<file path="config.mk">
export PLATFORM = sky130hd
export DESIGN_NAME = line_point_by_equation_flat
export DESIGN_NICKNAME = d
export VERILOG_FILES = /design/src/rtl/core/lpbe_pkg.sv /design/src/rtl/core/lpbe_line_if.sv /design/src/rtl/core/lpbe_pixel_if.sv /design/src/rtl/core/line_point_by_equation.sv /design/src/flat_wrapper.sv
export SDC_FILE = /design/constraint.sdc
export NUM_CORES = 1
export LEC_CHECK = 0
export ABC_AREA = 1
export BUFFER_PORTS_ARGS = -buffer_cell sky130_fd_sc_hd__clkbuf_2
export CORE_UTILIZATION = 45
export CTS_CLUSTER_DIAMETER = 60
export DETAILED_ROUTE_END_ITERATION = 16
export GPL_TIMING_DRIVEN = 0
export PLACE_DENSITY = 0.58
export SLEW_MARGIN = 40
export SYNTH_ARGS = -nofsm -noshare
export SYNTH_HDL_FRONTEND = slang
export SYNTH_SLANG_ARGS = --single-unit
</file>
<file path="constraint.sdc">
create_clock -name clk -period 7.1 [get_ports clk]
set_input_delay 1.42 -clock clk [delete_from_list [all_inputs] [get_ports clk]]
set_output_delay 1.42 -clock clk [all_outputs]
set_load 0.01 [all_outputs]
</file>
<file path="src/rtl/core/lpbe_pkg.sv">
`default_nettype none

package lpbe_pkg;

    // Per-item control bits that ride along the pipeline with the data.
    typedef struct packed {
        logic x_major;   // x is the major axis
        logic min_neg;   // minor coordinate decreases along the line
        logic last;      // step equals the major-axis length
        logic beyond;    // step exceeds the major-axis length
        logic len_zero;  // both endpoints coincide
    } lpbe_flags_t;

endpackage

`default_nettype wire

</file>
<file path="src/rtl/core/lpbe_line_if.sv">
`default_nettype none

interface lpbe_line_if #(
    parameter int COORD_BITS = 10
);
    logic                  valid;
    logic                  ready;
    logic [COORD_BITS-1:0] start_x;
    logic [COORD_BITS-1:0] start_y;
    logic [COORD_BITS-1:0] end_x;
    logic [COORD_BITS-1:0] end_y;
    logic [COORD_BITS-1:0] step_index;

    modport source (
        output valid,
        output start_x,
        output start_y,
        output end_x,
        output end_y,
        output step_index,
        input  ready
    );

    modport sink (
        input  valid,
        input  start_x,
        input  start_y,
        input  end_x,
        input  end_y,
        input  step_index,
        output ready
    );
endinterface

`default_nettype wire

</file>
<file path="src/rtl/core/lpbe_pixel_if.sv">
`default_nettype none

interface lpbe_pixel_if #(
    parameter int COORD_BITS = 10
);
    logic                  valid;
    logic                  ready;
    logic [COORD_BITS-1:0] pixel_x;
    logic [COORD_BITS-1:0] pixel_y;
    logic                  last_pixel;
    logic                  beyond_end;

    modport source (
        output valid,
        output pixel_x,
        output pixel_y,
        output last_pixel,
        output beyond_end,
        input  ready
    );

    modport sink (
        input  valid,
        input  pixel_x,
        input  pixel_y,
        input  last_pixel,
        input  beyond_end,
        output ready
    );
endinterface

`default_nettype wire

</file>
<file path="src/rtl/core/line_point_by_equation.sv">
// Line point by equation: returns one pixel of a straight line per request.
//
// Channel "line" (valid/ready) carries both endpoints and a step index along
// the major axis; channel "pixel" (valid/ready) returns the pixel at that
// step, a flag for the end point and a flag for steps past the end (then the
// coordinates read zero). Every request transfer yields exactly one pixel
// transfer, in order.
//
// The pipeline has COORD_BITS+3 register stages: endpoint decode, one
// multiply, COORD_BITS restoring-division stages (one quotient bit each) and
// the output register. A new request is taken in every cycle unless every
// stage is full while the receiver stalls, so throughput is one pixel per
// clock while the receiver is ready.
//
// Each stage holds its own valid bit. When the receiver stalls, the output
// register holds and stages behind it keep moving until they close up on a
// full stage; ready drops only once every stage is full. Nothing is lost or
// repeated. Reset clears all valid bits; the pipeline is empty afterwards.
`default_nettype none

module line_point_by_equation #(
    parameter int COORD_BITS = 10
) (
    input  logic         clk,
    input  logic         rst_n,
    lpbe_line_if.sink    line,
    lpbe_pixel_if.source pixel
);

    localparam int N      = COORD_BITS;
    localparam int W      = 2 * N + 1;   // dividend width: 2*s*dmin + len
    localparam int NST    = N + 3;       // decode, multiply, N divide, output
    localparam int OUT_ST = N + 2;

    // ------------------------------------------------------------------
    // Valid bits and stage advance
    // ------------------------------------------------------------------
    logic [NST-1:0] vld_reg;
    logic [NST-1:0] vld_next;
    logic [NST-1:0] take;

    always_comb
    begin
        for (int i = 0; i < NST; i++)
        begin
            // A stage loads when it or some stage ahead of it has room.
            take[i] = pixel.ready | (|((~vld_reg) >> i));
        end
        vld_next[0] = take[0] ? line.valid : vld_reg[0];
        for (int i = 1; i < NST; i++)
        begin
            vld_next[i] = take[i] ? vld_reg[i-1] : vld_reg[i];
        end
    end

    always_ff @(posedge clk or negedge rst_n)
    begin
        if (!rst_n)
        begin
            vld_reg <= '0;
        end
        else
        begin
            vld_reg <= vld_next;
        end
    end

    assign line.ready = take[0];

    // ------------------------------------------------------------------
    // Stage A: endpoint decode
    // ------------------------------------------------------------------
    logic         dx_neg, dy_neg;
    logic [N-1:0] adx, ady;
    logic         a_x_major_next;

    logic         a_x_major_reg;
    logic         a_maj_neg_reg;
    logic         a_min_neg_reg;
    logic [N-1:0] a_len_reg;
    logic [N-1:0] a_dmin_reg;
    logic [N-1:0] a_maj_start_reg;
    logic [N-1:0] a_min_start_reg;
    logic [N-1:0] a_step_reg;

    always_comb
    begin
        dx_neg         = line.end_x < line.start_x;
        dy_neg         = line.end_y < line.start_y;
        adx            = dx_neg ? line.start_x - line.end_x : line.end_x - line.start_x;
        ady            = dy_neg ? line.start_y - line.end_y : line.end_y - line.start_y;
        a_x_major_next = ady <= adx;   // exact diagonal goes to x
    end

    always_ff @(posedge clk)
    begin
        if (take[0])
        begin
            a_x_major_reg   <= a_x_major_next;
            a_maj_neg_reg   <= a_x_major_next ? dx_neg : dy_neg;
            a_min_neg_reg   <= a_x_major_next ? dy_neg : dx_neg;
            a_len_reg       <= a_x_major_next ? adx : ady;
            a_dmin_reg      <= a_x_major_next ? ady : adx;
            a_maj_start_reg <= a_x_major_next ? line.start_x : line.start_y;
            a_min_start_reg <= a_x_major_next ? line.start_y : line.start_x;
            a_step_reg      <= line.step_index;
        end
    end

    // ------------------------------------------------------------------
    // Stage B: step * dminor, major coordinate, end tests
    // ------------------------------------------------------------------
    logic [2*N-1:0]          b_prod_reg;
    logic [N-1:0]            b_len_reg;
    logic [N-1:0]            b_maj_reg;
    logic [N-1:0]            b_min_start_reg;
    lpbe_pkg::lpbe_flags_t   b_flags_reg;

    always_ff @(posedge clk)
    begin
        if (take[1])
        begin
            b_prod_reg           <= (2*N)'(a_step_reg) * (2*N)'(a_dmin_reg);
            b_len_reg            <= a_len_reg;
            b_maj_reg            <= a_maj_neg_reg ? a_maj_start_reg - a_step_reg
                                                  : a_maj_start_reg + a_step_reg;
            b_min_start_reg      <= a_min_start_reg;
            b_flags_reg.x_major  <= a_x_major_reg;
            b_flags_reg.min_neg  <= a_min_neg_reg;
            b_flags_reg.last     <= a_step_reg == a_len_reg;
            b_flags_reg.beyond   <= a_step_reg > a_len_reg;
            b_flags_reg.len_zero <= a_len_reg == '0;
        end
    end

    // ------------------------------------------------------------------
    // Divide stages: (2*s*dmin + len) / (2*len), one quotient bit each,
    // most significant first. The quotient never exceeds the step, so N bits.
    // ------------------------------------------------------------------
    logic [W-1:0]          d_rem_reg       [N];
    logic [N-1:0]          d_quo_reg       [N];
    logic [N-1:0]          d_len_reg       [N];
    logic [N-1:0]          d_maj_reg       [N];
    logic [N-1:0]          d_min_start_reg [N];
    lpbe_pkg::lpbe_flags_t d_flags_reg     [N];

    for (genvar k = 0; k < N; k++)
    begin : g_div
        localparam int SH = N - k;   // 2*len shifted to quotient bit N-1-k

        logic [W-1:0]          rem_in;
        logic [N-1:0]          quo_in;
        logic [N-1:0]          len_in;
        logic [N-1:0]          maj_in;
        logic [N-1:0]          min_start_in;
        lpbe_pkg::lpbe_flags_t flags_in;
        logic [W-1:0]          trial;
        logic                  fits;

        if (k == 0)
        begin : g_first
            assign rem_in       = {b_prod_reg, 1'b0} + W'(b_len_reg);
            assign quo_in       = '0;
            assign len_in       = b_len_reg;
            assign maj_in       = b_maj_reg;
            assign min_start_in = b_min_start_reg;
            assign flags_in     = b_flags_reg;
        end
        else
        begin : g_next
            assign rem_in       = d_rem_reg[k-1];
            assign quo_in       = d_quo_reg[k-1];
            assign len_in       = d_len_reg[k-1];
            assign maj_in       = d_maj_reg[k-1];
            assign min_start_in = d_min_start_reg[k-1];
            assign flags_in     = d_flags_reg[k-1];
        end

        assign trial = W'(len_in) << SH;
        assign fits  = rem_in >= trial;

        always_ff @(posedge clk)
        begin
            if (take[k+2])
            begin
                d_rem_reg[k]       <= fits ? rem_in - trial : rem_in;
                d_quo_reg[k]       <= quo_in | (N'(fits) << (SH - 1));
                d_len_reg[k]       <= len_in;
                d_maj_reg[k]       <= maj_in;
                d_min_start_reg[k] <= min_start_in;
                d_flags_reg[k]     <= flags_in;
            end
        end
    end

    // ------------------------------------------------------------------
    // Output stage: apply minor sign, map axes, blank past the end
    // ------------------------------------------------------------------
    lpbe_pkg::lpbe_flags_t fl;
    logic [N-1:0]          off;
    logic [N-1:0]          mnr;

    logic [N-1:0] out_x_reg;
    logic [N-1:0] out_y_reg;
    logic         out_last_reg;
    logic         out_beyond_reg;

    always_comb
    begin
        fl  = d_flags_reg[N-1];
        // single-point line: divisor is zero, offset is zero
        off = fl.len_zero ? '0 : d_quo_reg[N-1];
        mnr = fl.min_neg ? d_min_start_reg[N-1] - off : d_min_start_reg[N-1] + off;
    end

    always_ff @(posedge clk)
    begin
        if (take[OUT_ST])
        begin
            if (fl.beyond)
            begin
                out_x_reg    <= '0;
                out_y_reg    <= '0;
                out_last_reg <= 1'b0;
            end
            else
            begin
                out_x_reg    <= fl.x_major ? d_maj_reg[N-1] : mnr;
                out_y_reg    <= fl.x_major ? mnr : d_maj_reg[N-1];
                out_last_reg <= fl.last;
            end
            out_beyond_reg <= fl.beyond;
        end
    end

    assign pixel.valid      = vld_reg[OUT_ST];
    assign pixel.pixel_x    = out_x_reg;
    assign pixel.pixel_y    = out_y_reg;
    assign pixel.last_pixel = out_last_reg;
    assign pixel.beyond_end = out_beyond_reg;

endmodule

`default_nettype wire

</file>
<file path="src/flat_wrapper.sv">
// flat-port wrapper written by rule: the top's interface ports become plain ports
module line_point_by_equation_flat 
#(
    parameter int COORD_BITS = 10
)
  (clk, rst_n, line_valid, line_start_x, line_start_y, line_end_x, line_end_y, line_step_index, line_ready, pixel_valid, pixel_pixel_x, pixel_pixel_y, pixel_last_pixel, pixel_beyond_end, pixel_ready);
  lpbe_line_if #(.COORD_BITS(COORD_BITS)) line_i ();
  lpbe_pixel_if #(.COORD_BITS(COORD_BITS)) pixel_i ();
  input  logic clk;
  input  logic rst_n;
  input wire logic [$bits(line_i.valid)-1:0] line_valid;
  input wire logic [$bits(line_i.start_x)-1:0] line_start_x;
  input wire logic [$bits(line_i.start_y)-1:0] line_start_y;
  input wire logic [$bits(line_i.end_x)-1:0] line_end_x;
  input wire logic [$bits(line_i.end_y)-1:0] line_end_y;
  input wire logic [$bits(line_i.step_index)-1:0] line_step_index;
  output wire logic [$bits(line_i.ready)-1:0] line_ready;
  output wire logic [$bits(pixel_i.valid)-1:0] pixel_valid;
  output wire logic [$bits(pixel_i.pixel_x)-1:0] pixel_pixel_x;
  output wire logic [$bits(pixel_i.pixel_y)-1:0] pixel_pixel_y;
  output wire logic [$bits(pixel_i.last_pixel)-1:0] pixel_last_pixel;
  output wire logic [$bits(pixel_i.beyond_end)-1:0] pixel_beyond_end;
  input wire logic [$bits(pixel_i.ready)-1:0] pixel_ready;
  assign line_i.valid = line_valid;
  assign line_i.start_x = line_start_x;
  assign line_i.start_y = line_start_y;
  assign line_i.end_x = line_end_x;
  assign line_i.end_y = line_end_y;
  assign line_i.step_index = line_step_index;
  assign line_ready = line_i.ready;
  assign pixel_valid = pixel_i.valid;
  assign pixel_pixel_x = pixel_i.pixel_x;
  assign pixel_pixel_y = pixel_i.pixel_y;
  assign pixel_last_pixel = pixel_i.last_pixel;
  assign pixel_beyond_end = pixel_i.beyond_end;
  assign pixel_i.ready = pixel_ready;
  line_point_by_equation #(.COORD_BITS(COORD_BITS)) u_core (.clk(clk), .rst_n(rst_n), .line(line_i), .pixel(pixel_i));
endmodule
</file>
* After elaboration in Yosys (flattened, before gate mapping)
Memories as Yosys holds them, arrays and structs flattened.
Index checks and enable logic that the tools add are counted.
** Storage, ports and cells
- Register bits :: 143
- Output and inout port bits :: 24
- Word-level logic and storage cells :: 154
- Memory bits (writable) :: 660
- Input bits :: 54
- Memories :: 6
** Operators by class
- Multiplexer cells :: 43
- $add $sub $neg :: 19
- Multiply operators :: 1
- Equal/unequal tests :: 1
- Bitwise gates (word level) :: 23
- Reduce and logical (&&, ||, !) cells :: 13
- Magnitude comparators :: 14
** Memories
- u_core.d_rem_reg :: words 10, width 21, rd ports 9, clocked after Yosys merged registers in 0, wr ports 10, RTL line line_point_by_equation.sv:140 : logic [W-1:0] d_rem_reg [N];
- u_core.d_len_reg :: words 10, width 10, rd ports 9, clocked after Yosys merged registers in 0, wr ports 10, RTL line line_point_by_equation.sv:142 : logic [N-1:0] d_len_reg [N];
- u_core.d_maj_reg :: words 10, width 10, rd ports 10, clocked after Yosys merged registers in 0, wr ports 10, RTL line line_point_by_equation.sv:143 : logic [N-1:0] d_maj_reg [N];
- u_core.d_min_start_reg :: words 10, width 10, rd ports 10, clocked after Yosys merged registers in 0, wr ports 10, RTL line line_point_by_equation.sv:144 : logic [N-1:0] d_min_start_reg [N];
- u_core.d_quo_reg :: words 10, width 10, rd ports 10, clocked after Yosys merged registers in 0, wr ports 10, RTL line line_point_by_equation.sv:141 : logic [N-1:0] d_quo_reg [N];
- u_core.d_flags_reg :: words 10, width 5, rd ports 10, clocked after Yosys merged registers in 0, wr ports 10, RTL line line_point_by_equation.sv:145 : lpbe_pkg::lpbe_flags_t d_flags_reg [N];
** Operators by type and width (count)
- 2-to-1 mux 21 bit :: 10
- 2-to-1 mux 10 bit :: 11
- subtractor 10 bit :: 6
- 2-to-1 mux 1 bit :: 22
- adder 21 x 10 -> 21 bit :: 1
- greater-or-equal comparator 21 x 11 -> 1 bit :: 1
- greater-or-equal comparator 21 x 12 -> 1 bit :: 1
- greater-or-equal comparator 21 x 13 -> 1 bit :: 1
- greater-or-equal comparator 21 x 14 -> 1 bit :: 1
- greater-or-equal comparator 21 x 15 -> 1 bit :: 1
- greater-or-equal comparator 21 x 16 -> 1 bit :: 1
- greater-or-equal comparator 21 x 17 -> 1 bit :: 1
- greater-or-equal comparator 21 x 18 -> 1 bit :: 1
- greater-or-equal comparator 21 x 19 -> 1 bit :: 1
- greater-or-equal comparator 21 x 20 -> 1 bit :: 1
- subtractor 21 x 11 -> 21 bit :: 1
- subtractor 21 x 12 -> 21 bit :: 1
- subtractor 21 x 13 -> 21 bit :: 1
- subtractor 21 x 14 -> 21 bit :: 1
- subtractor 21 x 15 -> 21 bit :: 1
- subtractor 21 x 16 -> 21 bit :: 1
- subtractor 21 x 17 -> 21 bit :: 1
- subtractor 21 x 18 -> 21 bit :: 1
- subtractor 21 x 19 -> 21 bit :: 1
- other kinds (31) :: 45

* Depth between registers and ports, before layout
- Depth in word-level cells :: 5
- Mapped depth :: 24
- Depth with buffers taken out :: 23

* Worst setup path before layout
Ideal clock, no wire load.
- Path kind :: input-to-reg
- Start :: input pixel_ready
- End :: memory u_core.d_flags_reg[1][0] (netlist bit) (enable)
- Data required time :: 6307 ps
- Setup time :: 793 ps
- Setup slack :: 70 ps
- Stages :: 10
- Path buffers :: 0
- Arrival time :: 6237 ps
- Cells stage by stage :: inv_1 > nand2_1 > nor2_1 > inv_2 > nor2_2 > nand2_2 > nor2_4 > nand3_2 > nor2_2 > nand3_1
** RTL lines
- start, declared :: RTL line flat_wrapper.sv:23 : input wire logic [$bits(pixel_i.ready)-1:0] pixel_ready;
- end, declared :: RTL line line_point_by_equation.sv:145

* Final worst setup path
- Start :: register u_core.a_step_reg[5]
- End :: register u_core.b_prod_reg[15], data pin
** Between the ends
- Longest elaborated chain between the ends :: 1
** Ends and longest elaborated chain
- start, declared :: RTL line line_point_by_equation.sv:84 : logic [N-1:0] a_step_reg;
- start signal, assigned :: RTL line line_point_by_equation.sv:106 : a_step_reg <= line.step_index;
- multiplier 10 x 10 -> 20 bit :: RTL line line_point_by_equation.sv:123 : b_prod_reg <= (2*N)'(a_step_reg) * (2*N)'(a_dmin_reg);
- end signal, assigned :: RTL line line_point_by_equation.sv:123
- end, declared :: RTL line line_point_by_equation.sv:113 : logic [2*N-1:0] b_prod_reg;
Every way passes these cells.
A chain may end at the register's enable or synchronous reset.

==> flow_summary.json <==
{
  "run_status": "finished, final reports clean",
  "peak_per_stage_delay_on_the_critical_path_ns": 0.56,
  "max_freq_mhz": 179,
  "critical_path.most_common_cell": "sky130_fd_sc_hd__inv_1",
  "floorplan.die.height_um": 294,
  "count_of_buffers_from_port_buffering": 77,
  "ant_nets": 0,
  "stdcell_count": 5009,
  "combined_global_route_utilization_of_all_metal_layers": 0.183,
  "clock_sinks": 718,
  "worst_slew_pin_slew_ns": 0.793,
  "hold_slack_ns": 0.398,
  "worst_path_dominant_cell_family": "adder cells",
  "worstSkewPairLatency_ns": 0.63,
  "number_of_standard_cell_rows_in_the_floorplan": 106,
  "fp.coreArea_sq_um": 84100,
  "tritoncts.num_buffers": 79,
  "cpMaxStageDelayCell": "sky130_fd_sc_hd__fa_1",
  "routed_via_count_divided_by_cell_count": 4.89,
  "slew_headroom": 0.471,
  "floorplan.die_area_sq_um": 86600,
  "grt_start_max_net_pins": 66,
  "post_route_cells_drive_above_1_share": 0.0880,
  "die_x_um": 294,
  "synth_top_area_share": 0.551,
  "ys.warnings.count": 0,
  "synth.cell_area_sq_um": 38400,
  "ctsHoldBuffers": 0,
  "root_buffer": "sky130_fd_sc_hd__clkbuf_16",
  "drtPass1Iterations": 5,
  "primary_ff_master_synth": "sky130_fd_sc_hd__edfxtp_1",
  "n_fill_cell": 7714,
  "cp_cell_instances": "clkbuf_1, nand2_1, fa_1, inv_1, fa_1, inv_1, fa_1, inv_1, fa_1, inv_1, fa_1, inv_1, ha_1, nand2_1, nor2_1, inv_1, o21ai_0, a21oi_1, xor2_1",
  "multiInputGateArea_sq_um": 14300,
  "cts_setup_buffers": 0,
  "combined_flip_flop_and_latch_cell_area_sq_um": 21500,
  "final_cell_mix": "sky130_fd_sc_hd__nand2_1 (760), sky130_fd_sc_hd__edfxtp_1 (705), sky130_fd_sc_hd__inv_1 (601)",
  "clock_path_buffers": 3,
  "largest_register_ff_count": 181,
  "endpoint_kind": "flip-flop",
  "routed_wl_mm": 76.5,
  "asr_flop_ratio_synth": 0.0181,
  "critical_path_peak_fanout": 10,
  "place_hpwl_mm": 60.3,
  "timing.final.crit_period_ns": 5.60,
  "floorplan.initialDensity": 0.457,
  "cp_data_required_time_ns": 7.46,
  "critical_path.startpoint_type": "flip-flop",
  "final_net_count": 4187,
  "clock_tree.htree_level_count": 3,
  "share_of_the_yosys_chip_area_belonging_to_registers": 0.559,
  "grt_first_pass_wirelength_mm": 126,
  "tritoncts": "done",
  "globalRouteOverflowTotal": 0,
  "number_of_flops_mapped_to_enable_cells_by_yosys": 705,
  "drt_iter0_markers": 1182,
  "growth_of_design_area_from_synthesis_to_finish_pct": 11.9,
  "synth.largest_area_cell": "sky130_fd_sc_hd__edfxtp_1",
  "setup_repair_after_global_routing_missed_its_margin": "no",
  "via_count_of_the_first_global_routing_pass": 24500,
  "synth_seq_cells": 718,
  "syn_inst": 3646,
  "final_max_slew_viol_count": 0,
  "timing.critical_path.arrival_ns": 5.96,
  "finalCoreUtilization": 0.511,
  "cell_types_with_the_largest_area_share_after_synthesis": "sky130_fd_sc_hd__edfxtp_1 (55%), sky130_fd_sc_hd__ha_1 (7.8%), sky130_fd_sc_hd__nand2_1 (7.5%)",
  "fin_setup_tns_ns": 0,
  "syn-mean-instance-area_sq_um": 10.5,
  "unique_masters_post_synth": 54,
  "setup_viol": 0,
  "place_inst": 4867,
  "n_antenna_cell": 0,
  "critical_path.n_buffers_inverters": 7,
  "route.vias.total": 24500,
  "crit_type": "reg -> reg",
  "drc_errors": 0,
  "fin_skew_ns": 0.0286,
  "hold_path_class": "reg -> reg",
  "timing.final.hold_violations": 0,
  "gp_congestion": 0.924,
  "postCtsResizedCells": 0,
  "synthesis.nets": 4019,
  "post_drt_wl_per_cell_um": 15.3,
  "mostFrequentLayoutCell": "sky130_fd_sc_hd__nand2_1",
  "reported_max_cap_violation_count": 0,
  "ios": 78,
  "grt_antenna_before_repair": 0,
  "path_clk_slew_ns": 0.06,
  "finalCritPeriodShare": 0.788
}
-- per-layer routing --
layer / up-vias / share of wire / GRT usage
met1: 11500 / 0.44 / 0.228
met5: - / 0 / 0
li1: 12600 / - / -
met2: 312 / 0.50 / 0.329
met4: 0 / 0.026 / 0.0556
met3: 120 / 0.028 / 0.0245
-- per-stage QoR --
step                instance area [sq um]  worst slack (ns)
global route                        43000              1.19
CTS                                 43000              1.49
floorplan                           38400            0.0696
detailed placement                  40500              1.50
global placement                    40200             -2.10
finish                              43000              1.50
-- synth_stat cells, drive strengths merged (13+ instances only) --
| cell | count |
|---|---|
| a21o | 19 |
| a21oi | 175 |
| a31oi | 17 |
| buf | 28 |
| clkbuf | 33 |
| dfrtp | 13 |
| edfxtp | 705 |
| fa | 78 |
| ha | 241 |
| inv | 617 |
| nand2 | 796 |
| nand3 | 161 |
| nand3b | 19 |
| nand4 | 54 |
| nor2 | 196 |
| nor3 | 32 |
| nor4 | 21 |
| o21ai | 211 |
| o21bai | 21 |
| or2 | 18 |
| xnor2 | 52 |
| xor2 | 105 |
-- cell type report --
cell class,count,area share
flip-flops and latches,718,0.500
inverters,617,0.0541
clock inverters,47,0.0109
clock buffers,95,0.0474
multi-input cells,2250,0.333
repair buffers,87,0.0136
plain buffers,61,0.00788
well taps,1134,0.0330
-- cells by family after synthesis --
logic type	after synthesis	share of synthesized area
AND/OR/NAND/NOR	1302	0.147
flip-flops	718	0.559
buffers and inverters	678	0.0691
AO/OA/AOI/OAI	472	0.0693
adder cells (fa/ha/maj)	319	0.119
XOR/XNOR	157	0.0358
-- final timing paths --
path | startpoint | to | slack, ns | cells after the start
hold reg to reg | u_core.d_quo_reg[4][9]$_DFFE_PP_ | u_core.d_quo_reg[5][9]$_DFFE_PP_ | 0.40 | 0
setup reg to reg | u_core.a_step_reg[5]$_DFFE_PP_ | u_core.b_prod_reg[15]$_DFFE_PP_ | 1.50 | 19
min in group asynchronous | rst_n | u_core.vld_reg[12]$_DFFE_PN0P_ | 0.70 | 1
max in group asynchronous | rst_n | u_core.vld_reg[1]$_DFFE_PN0P_ | 6.12 | 1
hold / removal | u_core.d_quo_reg[4][9]$_DFFE_PP_ | u_core.d_quo_reg[5][9]$_DFFE_PP_ | 0.40 | 0
setup / recovery | u_core.a_step_reg[5]$_DFFE_PP_ | u_core.b_prod_reg[15]$_DFFE_PP_ | 1.50 | 19
-- worst register-to-register path: stages (launching register included) --
cell	delay, ns
sky130_fd_sc_hd__edfxtp_1	0.46
sky130_fd_sc_hd__clkbuf_1	0.54
sky130_fd_sc_hd__nand2_1	0.17
sky130_fd_sc_hd__fa_1	0.56
sky130_fd_sc_hd__inv_1	0.05
sky130_fd_sc_hd__fa_1	0.49
sky130_fd_sc_hd__inv_1	0.05
sky130_fd_sc_hd__fa_1	0.47
sky130_fd_sc_hd__inv_1	0.05
sky130_fd_sc_hd__fa_1	0.53
sky130_fd_sc_hd__inv_1	0.05
sky130_fd_sc_hd__fa_1	0.53
sky130_fd_sc_hd__inv_1	0.04
sky130_fd_sc_hd__ha_1	0.33
sky130_fd_sc_hd__nand2_1	0.08
sky130_fd_sc_hd__nor2_1	0.16
sky130_fd_sc_hd__inv_1	0.06
sky130_fd_sc_hd__o21ai_0	0.40
sky130_fd_sc_hd__a21oi_1	0.15
sky130_fd_sc_hd__xor2_1	0.17
Power is not shown: default switching activity piles up to over one toggle a cycle in this logic, so the estimate is an artifact.
